===== src/sv/mcbp_pkg.sv =====
// Shared types, codes and defaults for the multi-channel byte pipe.
`timescale 1ns / 1ps
`default_nettype none
package mcbp_pkg;

	localparam int NUM_PIPES_DEF  = 4;
	localparam int PIPE_DEPTH_DEF = 8;

	localparam int OP_W     = 2;
	localparam int INDEX_W  = 2;
	localparam int BYTE_W   = 8;
	localparam int STATUS_W = 2;
	localparam int FILL_W   = 4;

	typedef enum logic [OP_W-1:0] {
		OP_NOP    = 2'd0,
		OP_CREATE = 2'd1,
		OP_READ   = 2'd2,
		OP_WRITE  = 2'd3
	} op_t;

	typedef enum logic [STATUS_W-1:0] {
		ST_OK          = 2'd0,
		ST_WOULD_BLOCK = 2'd1,
		ST_NOT_OPEN    = 2'd2,
		ST_NONE_FREE   = 2'd3
	} status_t;

	// Result of one request, less the byte that comes from the store.
	typedef struct packed {
		status_t              status;
		logic [INDEX_W-1:0]   opened_pipe;
		logic [FILL_W-1:0]    fill_count;
		logic                 rd_hit;
	} res_t;

endpackage
`default_nettype wire


===== src/sv/mcbp_store.sv =====
// Byte store shared by all pipes: one write port, one registered read port.
`timescale 1ns / 1ps
`default_nettype none
module mcbp_store #(
	parameter int NUM_PIPES  = 4,
	parameter int PIPE_DEPTH = 8,
	localparam int DEPTH     = NUM_PIPES * PIPE_DEPTH,
	localparam int AW        = (DEPTH > 1) ? $clog2(DEPTH) : 1
) (
	input  wire logic                      clk,
	input  wire logic                      we,
	input  wire logic [AW-1:0]             waddr,
	input  wire logic [mcbp_pkg::BYTE_W-1:0] wdata,
	input  wire logic                      re,
	input  wire logic [AW-1:0]             raddr,
	output      logic [mcbp_pkg::BYTE_W-1:0] rdata_s2
);
	import mcbp_pkg::*;

	logic [BYTE_W-1:0] store_q [DEPTH];

	always_ff @(posedge clk) begin
		if (we) begin
			store_q[waddr] <= wdata;
		end
		if (re) begin
			rdata_s2 <= store_q[raddr];
		end
	end

endmodule
`default_nettype wire


===== src/sv/mcbp_ctrl.sv =====
// Per-pipe pointers, counts and open flags, and the decision for one request.
`timescale 1ns / 1ps
`default_nettype none
module mcbp_ctrl #(
	parameter int NUM_PIPES  = 4,
	parameter int PIPE_DEPTH = 8,
	localparam int IW        = (NUM_PIPES > 1) ? $clog2(NUM_PIPES) : 1,
	localparam int PW        = $clog2(PIPE_DEPTH),
	localparam int CW        = $clog2(PIPE_DEPTH + 1),
	localparam int DEPTH     = NUM_PIPES * PIPE_DEPTH,
	localparam int AW        = (DEPTH > 1) ? $clog2(DEPTH) : 1
) (
	input  wire logic                        clk,
	input  wire logic                        arst_n,
	input  wire logic                        advance,
	input  wire logic [mcbp_pkg::OP_W-1:0]   op_s1,
	input  wire logic [mcbp_pkg::INDEX_W-1:0] idx_s1,
	output      mcbp_pkg::res_t              res,
	output      logic                        mem_we,
	output      logic                        mem_re,
	output      logic [AW-1:0]               mem_waddr,
	output      logic [AW-1:0]               mem_raddr
);
	import mcbp_pkg::*;

	logic [PW-1:0] rd_ptr_q [NUM_PIPES];
	logic [PW-1:0] wr_ptr_q [NUM_PIPES];
	logic [CW-1:0] cnt_q    [NUM_PIPES];
	logic [NUM_PIPES-1:0] open_q;

	logic [IW+INDEX_W-1:0] idx_ext;
	logic [IW-1:0]         idx;
	logic                  in_range;
	logic                  sel_open;
	logic [CW-1:0]         cnt_sel;
	logic [PW-1:0]         rd_ptr_sel;
	logic [PW-1:0]         wr_ptr_sel;
	logic [PW-1:0]         rd_ptr_nxt;
	logic [PW-1:0]         wr_ptr_nxt;
	logic [AW-1:0]         base;
	logic                  found;
	logic [IW-1:0]         free_idx;
	logic [IW+INDEX_W-1:0] free_ext;
	logic                  do_open;
	logic                  do_read;
	logic                  do_write;

	function automatic logic [FILL_W-1:0] fill4(input logic [CW-1:0] c);
		logic [CW+FILL_W-1:0] e;
		e = {{FILL_W{1'b0}}, c};
		return e[FILL_W-1:0];
	endfunction

	assign idx_ext    = {{IW{1'b0}}, idx_s1};
	assign idx        = idx_ext[IW-1:0];
	assign in_range   = idx_ext < (IW+INDEX_W)'(NUM_PIPES);
	assign sel_open   = in_range && open_q[idx];
	assign cnt_sel    = in_range ? cnt_q[idx] : '0;
	assign rd_ptr_sel = in_range ? rd_ptr_q[idx] : '0;
	assign wr_ptr_sel = in_range ? wr_ptr_q[idx] : '0;
	assign rd_ptr_nxt = (rd_ptr_sel == PW'(PIPE_DEPTH - 1)) ? '0 : rd_ptr_sel + 1'b1;
	assign wr_ptr_nxt = (wr_ptr_sel == PW'(PIPE_DEPTH - 1)) ? '0 : wr_ptr_sel + 1'b1;
	assign base       = AW'(idx) * AW'(PIPE_DEPTH);
	assign mem_raddr  = base + AW'(rd_ptr_sel);
	assign mem_waddr  = base + AW'(wr_ptr_sel);
	assign mem_we     = advance && do_write;
	assign mem_re     = advance && do_read;
	assign free_ext   = {{INDEX_W{1'b0}}, free_idx};

	// Lowest-numbered closed pipe.
	always_comb begin
		found    = 1'b0;
		free_idx = '0;
		for (int i = NUM_PIPES - 1; i >= 0; i--) begin
			if (!open_q[i]) begin
				found    = 1'b1;
				free_idx = IW'(i);
			end
		end
	end

	always_comb begin
		res        = '0;
		res.status = ST_OK;
		do_open    = 1'b0;
		do_read    = 1'b0;
		do_write   = 1'b0;
		unique case (op_t'(op_s1))
			OP_NOP: begin
				res.fill_count = fill4(cnt_sel);
			end
			OP_CREATE: begin
				if (found) begin
					do_open         = 1'b1;
					res.opened_pipe = free_ext[INDEX_W-1:0];
				end else begin
					res.status = ST_NONE_FREE;
				end
			end
			OP_READ: begin
				if (!sel_open) begin
					res.status = ST_NOT_OPEN;
				end else if (cnt_sel == '0) begin
					res.status = ST_WOULD_BLOCK;
				end else begin
					do_read        = 1'b1;
					res.rd_hit     = 1'b1;
					res.fill_count = fill4(cnt_sel - 1'b1);
				end
			end
			OP_WRITE: begin
				if (!sel_open) begin
					res.status = ST_NOT_OPEN;
				end else if (cnt_sel == CW'(PIPE_DEPTH)) begin
					res.status     = ST_WOULD_BLOCK;
					res.fill_count = fill4(cnt_sel);
				end else begin
					do_write       = 1'b1;
					res.fill_count = fill4(cnt_sel + 1'b1);
				end
			end
			default: begin
				res.status = ST_OK;
			end
		endcase
	end

	always_ff @(posedge clk or negedge arst_n) begin
		if (!arst_n) begin
			rd_ptr_q <= '{default: '0};
			wr_ptr_q <= '{default: '0};
			cnt_q    <= '{default: '0};
			open_q   <= '0;
		end else if (advance) begin
			if (do_open) begin
				open_q[free_idx]   <= 1'b1;
				rd_ptr_q[free_idx] <= '0;
				wr_ptr_q[free_idx] <= '0;
				cnt_q[free_idx]    <= '0;
			end
			if (do_read) begin
				rd_ptr_q[idx] <= rd_ptr_nxt;
				cnt_q[idx]    <= cnt_sel - 1'b1;
			end
			if (do_write) begin
				wr_ptr_q[idx] <= wr_ptr_nxt;
				cnt_q[idx]    <= cnt_sel + 1'b1;
			end
		end
	end

endmodule
`default_nettype wire


===== src/sv/multi_channel_byte_pipe.sv =====
// Top level of the multi-channel byte pipe: handshake stages, control and byte store.
//
// A set of NUM_PIPES byte pipes, each a ring buffer of PIPE_DEPTH bytes.
// Requests arrive on the s_axis channel: nop, create (open the lowest closed
// pipe), read one byte or write one byte to the pipe named by pipe_index.
// Every request gives exactly one result on the m_axis channel: a status
// (ok, would_block, not_open, none_free), the byte read, the pipe opened by
// a create, and the addressed pipe's fill count after the request.
// A request accepted on s_axis is held in the input register; its result
// then goes to the result register (the read byte to the store's read
// register) and is offered on m_axis. Throughput: one request per cycle
// while the receiver takes results, set by the single pass through the control
// logic and the one write port and one registered read port of the byte store.
// If the receiver stalls, the result register holds and the input register
// still takes one more request; s_axis_tready then drops until the result
// is taken. Reset closes every pipe and clears pointers and counts; store
// contents are left as they are, since a pipe only reads back what it was
// given after its create.
`timescale 1ns / 1ps
`default_nettype none
module multi_channel_byte_pipe #(
	parameter int NUM_PIPES  = mcbp_pkg::NUM_PIPES_DEF,
	parameter int PIPE_DEPTH = mcbp_pkg::PIPE_DEPTH_DEF
) (
	input  wire logic        clk,
	input  wire logic        arst_n,
	input  wire logic        s_axis_tvalid,
	output      logic        s_axis_tready,
	// [1:0] operation, [3:2] pipe_index, [11:4] write_byte, [15:12] zero
	input  wire logic [15:0] s_axis_tdata,
	output      logic        m_axis_tvalid,
	input  wire logic        m_axis_tready,
	// [1:0] status, [9:2] read_byte, [11:10] opened_pipe, [15:12] fill_count
	output      logic [15:0] m_axis_tdata
);
	import mcbp_pkg::*;

	localparam int DEPTH = NUM_PIPES * PIPE_DEPTH;
	localparam int AW    = (DEPTH > 1) ? $clog2(DEPTH) : 1;

	// Input stage
	logic                vld_s1;
	logic [OP_W-1:0]     op_s1;
	logic [INDEX_W-1:0]  idx_s1;
	logic [BYTE_W-1:0]   wb_s1;

	// Result stage
	logic                vld_s2;
	res_t                res_s2;
	logic [BYTE_W-1:0]   rdata_s2;

	res_t                res;
	logic                mem_we;
	logic                mem_re;
	logic [AW-1:0]       mem_waddr;
	logic [AW-1:0]       mem_raddr;
	logic                s2_free;
	logic                advance;
	logic                take;
	logic [BYTE_W-1:0]   read_byte;

	// Advance the input stage when the result stage is empty or being drained.
	assign s2_free       = !vld_s2 || m_axis_tready;
	assign advance       = vld_s1 && s2_free;
	assign s_axis_tready = !vld_s1 || s2_free;
	assign take          = s_axis_tvalid && s_axis_tready;

	always_ff @(posedge clk or negedge arst_n) begin
		if (!arst_n) begin
			vld_s1 <= 1'b0;
			vld_s2 <= 1'b0;
		end else begin
			vld_s1 <= take || (vld_s1 && !advance);
			vld_s2 <= advance || (vld_s2 && !m_axis_tready);
		end
	end

	// Payload registers: load the request on accept, the result on advance.
	always_ff @(posedge clk) begin
		if (take) begin
			op_s1  <= s_axis_tdata[1:0];
			idx_s1 <= s_axis_tdata[3:2];
			wb_s1  <= s_axis_tdata[11:4];
		end
		if (advance) begin
			res_s2 <= res;
		end
	end

	mcbp_ctrl #(
		.NUM_PIPES  (NUM_PIPES),
		.PIPE_DEPTH (PIPE_DEPTH)
	) u_ctrl (
		.clk       (clk),
		.arst_n    (arst_n),
		.advance   (advance),
		.op_s1     (op_s1),
		.idx_s1    (idx_s1),
		.res       (res),
		.mem_we    (mem_we),
		.mem_re    (mem_re),
		.mem_waddr (mem_waddr),
		.mem_raddr (mem_raddr)
	);

	mcbp_store #(
		.NUM_PIPES  (NUM_PIPES),
		.PIPE_DEPTH (PIPE_DEPTH)
	) u_store (
		.clk      (clk),
		.we       (mem_we),
		.waddr    (mem_waddr),
		.wdata    (wb_s1),
		.re       (mem_re),
		.raddr    (mem_raddr),
		.rdata_s2 (rdata_s2)
	);

	// Drop the store output unless this result is a successful read.
	assign read_byte     = res_s2.rd_hit ? rdata_s2 : '0;
	assign m_axis_tvalid = vld_s2;
	assign m_axis_tdata  = {res_s2.fill_count, res_s2.opened_pipe, read_byte, res_s2.status};

	// The input side only stalls when both stages are full and the output is held.
	a_ready_only_when_full: assert property (@(posedge clk) disable iff (!arst_n)
		!s_axis_tready |-> (vld_s1 && vld_s2 && !m_axis_tready))
		else $error("input stalled while a stage was free");

	// A request on a closed pipe carries neither data nor a count.
	a_not_open_empty: assert property (@(posedge clk) disable iff (!arst_n)
		(m_axis_tvalid && res_s2.status == ST_NOT_OPEN) |->
			(res_s2.fill_count == '0 && read_byte == '0))
		else $error("not_open result with data or count");

	// Only a successful read returns a store byte.
	a_hit_is_ok: assert property (@(posedge clk) disable iff (!arst_n)
		(m_axis_tvalid && res_s2.rd_hit) |-> (res_s2.status == ST_OK))
		else $error("read byte returned on a failed request");

	// A nonzero opened pipe only comes from a successful create.
	a_open_is_ok: assert property (@(posedge clk) disable iff (!arst_n)
		(m_axis_tvalid && res_s2.opened_pipe != '0) |->
			(res_s2.status == ST_OK && !res_s2.rd_hit))
		else $error("opened pipe reported on a non-create result");

endmodule
`default_nettype wire

===== config.mk =====
export PLATFORM = sky130hd
export DESIGN_NAME = multi_channel_byte_pipe
export DESIGN_NICKNAME = d
export VERILOG_FILES = /design/src/sv/mcbp_pkg.sv /design/src/sv/mcbp_store.sv /design/src/sv/mcbp_ctrl.sv /design/src/sv/multi_channel_byte_pipe.sv
export SDC_FILE = /design/constraint.sdc
export NUM_CORES = 1
export LEC_CHECK = 0
export BUFFER_PORTS_ARGS = -buffer_cell sky130_fd_sc_hd__buf_2
export CAP_MARGIN = 20
export CELL_PAD_IN_SITES_DETAIL_PLACEMENT = 1
export CELL_PAD_IN_SITES_GLOBAL_PLACEMENT = 1
export CORE_ASPECT_RATIO = 1.1
export CORE_MARGIN = 5
export CORE_UTILIZATION = 52
export CTS_BUF_LIST = sky130_fd_sc_hd__clkbuf_4 sky130_fd_sc_hd__clkbuf_8 sky130_fd_sc_hd__clkbuf_16
export DETAILED_ROUTE_END_ITERATION = 8
export GPL_ROUTABILITY_DRIVEN = 0
export GPL_TIMING_DRIVEN = 0
export PLACE_DENSITY_LB_ADDON = 0.1
export SYNTH_ARGS = -nofsm -noshare
export SYNTH_HDL_FRONTEND = slang
export SYNTH_SLANG_ARGS = --single-unit

===== constraint.sdc =====
create_clock -name clk -period 4.55 [get_ports clk]
set_input_delay 0 -clock clk [delete_from_list [all_inputs] [get_ports clk]]
set_output_delay 0 -clock clk [all_outputs]
set_load 0.02 [all_outputs]

Yosys cells after proc, flatten, opt, wreduce, memory -nomap -nowiden
Memories as Yosys holds them, arrays and structs flattened. A register that Yosys moved wholly into a read port is not among the register bits.
Cells that the tools add are included.
W data, S select, Z words.
{"block": "classes", "muxes": 71, "add_sub_neg": 6, "order_cmp": 8, "n_eq_ne": 6, "reduce_logical": 23, "bitwise": 8}
{"operator": "$mux W16", "count": 5}
{"operator": "$mux W12", "count": 6}
{"operator": "$bwmux W16", "count": 2}
{"operator": "$mux W3", "count": 10}
{"operator": "$mux W4", "count": 7}
{"operator": "$and A12 B12 Y12", "count": 2}
{"operator": "$bwmux W12", "count": 2}
{"operator": "$mux W1", "count": 18}
{"operator": "$and A16 B16 Y16", "count": 1}
{"operator": "$demux W4 S2", "count": 2}
{"operator": "$not A16 Y16", "count": 1}
{"operator": "$mux W2", "count": 7}
{"operator": "$bmux W3 S2", "count": 2}
{"operator": "$demux W3 S2", "count": 2}
{"operator": "$not A12 Y12", "count": 1}
{"operator": "$pmux W4 S3", "count": 1}
{"operator": "$add A5 B3 Y5", "count": 2}
{"operator": "$logic_and A1 B1 Y1", "count": 10}
{"operator": "$mux W5", "count": 2}
{"operator": "$lt A2 B3 Y1 const B", "count": 3}
{"operator": "$bmux W4 S2", "count": 1}
{"operator": "$mux W8", "count": 1}
{"operator": "$add A3 B1 Y3 const B", "count": 2}
{"operator": "$eq A3 B3 Y1 const B", "count": 2}
{"operator": "other kinds (18)", "count": 30}
{"block": "word_totals", "n_memories": 1, "ramBits": 256, "elab_cells": 145, "reg_bits": 67, "inputBits": 20, "output_inout_bits": 18}
{"memory": "u_store.store_q", "depth": 32, "width": 8, "read_ports": 1, "rd_ports_with_merged_regs": 1, "write_ports": 1, "line_no": "mcbp_store.sv:20", "rtl": "logic [BYTE_W-1:0] store_q [DEPTH];"}

Depth between registers and ports, before layout
{"block": "logic_depth", "depth_word": 18, "mapped_depth": 12, "ltp_nobuf": 10}

Modules after synthesis
A second synthesis with hierarchy kept.
{"block": "hier_totals", "hier_cells": 748, "area_unflattened_um2": 13755.7}
{"mod": "mcbp_store", "seq_area_each_um2": 7927.6, "cells_each": 417, "area_each_um2": 10133.5, "instances": 1}
{"mod": "mcbp_ctrl", "seq_area_each_um2": 1101.1, "cells_each": 286, "area_each_um2": 2777.7, "instances": 1}
{"mod": "multi_channel_byte_pipe", "seq_area_each_um2": 680.7, "cells_each": 45, "area_each_um2": 844.6, "instances": 1}

Worst setup path before layout
OpenSTA, ideal clock, no wires.
{"block": "synth_path", "path_type": "register -> register", "start": "register idx_s1[1]", "end": "memory u_store.store_q[11][0], enable pin", "setup_time_ns": 0.383, "required_ns": 4.167, "path_slack_ns": 1.319, "synth_period_minus_slack_ns": 3.231, "t_arrival_ns": 2.848, "n_path_buf": 3, "stages_incl_launch_ff": 12, "path_cell_list": "edfxtp_1 -> buf_6 -> buf_8 -> mux4_2 -> inv_1 -> ha_1 -> nand2_1 -> o22a_1 -> o2111a_1 -> clkbuf_1 -> nand2_1 -> nor3_1"}
{"block": "synth_between", "elab_chain_len": 12, "word_cells_on_any_way": 21, "cone_classes": "add/sub (1); order compare (1); eq/ne (1); mux (15); bitwise (1); reduce/logical (2)"}
{"item": "start, declared", "line_no": "multi_channel_byte_pipe.sv:44", "rtl": "logic [INDEX_W-1:0] idx_s1;"}
{"item": "start signal, assigned", "line_no": "multi_channel_byte_pipe.sv:82", "rtl": "idx_s1 <= s_axis_tdata[3:2];"}
{"item": "$not A2 Y3 (implied by the code)", "line_no": "mcbp_ctrl.sv:58, mcbp_ctrl.sv:60"}
{"item": "$bmux W4 S2", "line_no": "mcbp_ctrl.sv:58", "rtl": "assign cnt_sel = in_range ? cnt_q[idx] : '0;"}
{"item": "$mux W4 (implied by the code) (2 in series)", "line_no": "mcbp_ctrl.sv:58"}
{"item": "$mux W4", "line_no": "mcbp_ctrl.sv:58"}
{"item": "$eq A4 B4 Y1", "line_no": "mcbp_ctrl.sv:114", "rtl": "end else if (cnt_sel == CW'(PIPE_DEPTH)) begin"}
{"item": "$mux W1", "line_no": "mcbp_ctrl.sv:114"}
{"item": "$mux W1", "line_no": "mcbp_ctrl.sv:112", "rtl": "if (!sel_open) begin"}
{"item": "$mux W1", "line_no": "mcbp_ctrl.sv:88", "rtl": "unique case (op_t'(op_s1))"}
{"item": "$logic_and A1 B1 Y1", "line_no": "mcbp_ctrl.sv:66", "rtl": "assign mem_we = advance && do_write;"}
{"item": "$mux W1", "line_no": "mcbp_store.sv:23", "rtl": "if (we) begin"}
{"item": "$mux W1 (implied by the code)", "line_no": "mcbp_store.sv:24", "rtl": "store_q[waddr] <= wdata;"}
{"item": "end, declared", "line_no": "mcbp_store.sv:20"}
Parallel ways exist; a longest one is shown, timed or not. The select of a mux whose other input is x is not followed.

Worst setup path after layout
{"block": "layout_path", "start": "register idx_s1[1]", "end": "memory u_store.store_q[20][5], enable pin"}
The elaborated chain is that of the path after synthesis.

==> impl_metrics.ini <==
[placed_design]
dp_cells = 1484
port_buffers = 33
dp_hpwl_mm = 27.58

[finish]
final_common_cell = edfxtp_1
fillers = 2637
fin_util_pct = 60.64
drive_gt1_share_pct = 14.00
layout_common_cells = edfxtp_1 (285), nand2_1 (250), nand3_1 (89)
area_delta_synth_final_pct = 15.83
diodes = 0
fin_cells = 1571
finalNetCount = 1219

[critical_path]
worst_ep_arrival_time_ps = 4480
cp-end-kind = flop
reg2reg_depth = 11
r2r_end = u_store.store_q[20][5]
cp_max_fo = 10
cp-endpoint = u_store.store_q[20][5]
r2r-start = idx_s1[1]
required_ps = 4680
critPathKind = flop to flop
r2r_setup_slack_ps = 190
cp-start-kind = flop
critPathLaunch = idx_s1[1]

[clock_tree]
cts_tree = done
h-tree-depth = 2
clkTransAtPathRegs_ps = 60
cts_root_buf = clkbuf_16
cts.sinks = 331
clock_latency_ps = 520
clockBufferDepth = 3
cts_made_buffers = 34

[synthesis]
yosys.area.top_type = edfxtp_1
syn_inst = 1082
synth_edf_count = 285
synth.top_cell.area_share_pct = 61.00
synth_area_leaders = edfxtp_1 (61%), dfrtp_1 (8.2%), nand2_1 (6.7%), nand3_1 (3.2%), mux2i_1 (1.9%)
syn_area_sq_mm = 0.01403
synth_flop_cell = edfxtp_1
ys_async_sr_fraction_pct = 13.90
syn_nets = 1111
yosysSeqAreaShare_pct = 69.20
synth-seq-cells = 331
avgSynthCellArea_sq_um = 12.97
synth_cell_types = 70
yosys_warnings = 0

[die]
die_h_um = 182.3
rows = 63
die_w_um = 166.6
die-area_sq_mm = 0.03037
ios = 38
start_util_pct = 52.35
core_area_sq_mm = 0.02680

[sta]
hold_violations = 0
slew_headroom_pct = 23.86
setup_viol = 0
fmax_mhz = 229.6
fin_crit_sh_pct = 95.72
finalCriticalPeriod_ps = 4355
worst_pin_slew_ps = 1142
rsz0062_at_grt = no
slew_viol_final = 0
fin_skew_ps = 16.39

[drt]
ant_nets = 0
drt_drc_violations_left = 0
viasPerCell = 6.165
vias = 9686
firstDrtPassIters = 5
totalWireLength_mm = 41.48
first_iter_violations = 985
avgRoutedWirePerCell_um = 26.41

[run]
drv_cap = 0

[grt]
grt_pass1_vias = 10200
use_met3_pct = 3.098
grt_pass1_wl_mm = 63.20
met1_usage_pct = 36.50
busiest_layer = met2
track_usage_pct = 27.33
met2_usage_pct = 47.47
grt_max_degree = 47
grt_overflow_total = 0
antenna_found_initial = 0

[power]
p_seq_share_pct = 42.0
p_sw_share_pct = 31.07
internal-power_mw = 5.916
fin_total_pwr_mw = 8.583
peakVddDrop_v = 0.0003395
p_leak_nw = 5.731
power.density_mw_per_mm2 = 528.1
net-switching-power_mw = 2.667
power.clock.fraction_pct = 34.2
power_frac_comb_pct = 23.8

[outcome]
status = finished, final reports clean

[worst_hold_path]
hold_path.class = input port to flop
-- synthesized netlist by cell type (3+ instances only) --
cell      instances
buf_2            16
buf_1             8
nand3_1          89
inv_1             7
mux2_4            3
o21ai_1           7
dfrtp_1          46
a31oi_1          31
nand2b_1         10
buf_4             9
a21oi_1          16
a41oi_1           7
nor3_1           25
clkbuf_1         29
or2_2             3
mux2i_1          27
edfxtp_1        285
a32o_1            7
ha_1              9
a22oi_1           8
mux4_2            9
nand2_1         250
a22o_1           25
nand4_1          19
nor2b_1           6
o21ai_0          19
nor2_1           39
and2_1           12
and3_1            7
mux2_2            3
-- layout make-up --
class	count	area (sq um)	share of cell area, %
sequential	331	9709	59.74
multi-input combinational	676	3965	24.40
clock buffer	38	904.6	5.566
timing repair buffer	72	605.6	3.726
tap	357	446.7	2.748
buffer	65	324.1	1.994
clock inverter	22	259.0	1.594
inverter	10	37.54	0.2310
-- worst min path at each step --
stage	startpoint	to	slack (ps)	cells past startpoint
after floorplan	arst_n	m_axis_tvalid	-300	0
after global placement	s_axis_tdata[0]	op_s1[0]	180	1
after detailed placement	s_axis_tdata[10]	wb_s1[6]	180	1
after CTS	s_axis_tdata[1]	op_s1[1]	190	2
after global routing	s_axis_tdata[9]	wb_s1[5]	200	2
final	s_axis_tdata[0]	op_s1[0]	210	2
-- power groups by stage --
stage	clock, mW	combinational (mW)	sequential [mW]
2_1_floorplan	0	1.33	3.61
3_3_place_gp	0	1.89	3.67
3_5_place_dp	0	1.98	3.66
4_1_cts	2.96	2.02	3.60
5_1_grt	3.12	2.22	3.61
6_report	2.94	2.04	3.60
-- worst max-delay path, cell delays in order (launching register included) --
cell	delay (ps)
edfxtp_1	370
buf_6	180
buf_8	160
mux4_1	370
inv_1	100
ha_1	330
nand2_1	140
o22a_1	290
o2111a_1	200
clkbuf_1	460
nand2_1	480
nor2_1	880
-- kinds of logic after synthesis --
family	share of synthesized area, %
muxes	4.120
buffers and inverters	2.577
adders and majority gates	0.8026
and+or+nand+nor	15.03
DFF	69.20
AOI/OAI and AO/OA	8.142
xor gates and xnor gates	0.1249
-- metal layers --
layer | wire length, um | share of wire, %
met5 | 0 | 0
met4 | 1367 | 3.3
met3 | 2298 | 5.5
met2 | 20960 | 51
met1 | 16850 | 41
-- state kept, by name, indices dropped and copies added, names as in the netlist --
name and flops:
u_ctrl.wr_ptr_q 12, m_axis_tvalid 1, wb_s1 8, res_s2 1, m_axis_tdata 8, u_ctrl.open_q 4, idx_s1 2, u_ctrl.cnt_q 16
vld_s1 1, u_store.rdata_s2 8, op_s1 2, u_ctrl.rd_ptr_q 12, u_store.store_q 256
-- timing repair --
action / in CTS / in global routing
resized for setup: 0 / 1
hold buffers: 16 / 1
buffers inserted: 0 / 0
endpoints found under the setup margin: 0 / 1
endpoints found under the hold margin: 60 / 8
-- per-stage QoR --
step / setup slack [ps] / setup TNS (ps) / hold slack (ps) / area, sq um
6_report: 195.0 / 0 / 206.2 / 16250
4_1_cts: 87.36 / 0 / 187.6 / 16140
2_1_floorplan: 1319 / 0 / -295.6 / 14030
3_3_place_gp: -8.988 / -105.3 / 177.3 / 14640
5_1_grt: 23.66 / 0 / 200.7 / 16250
3_5_place_dp: 125.8 / 0 / 179.0 / 14820
(Power assumes the default switching activity.)
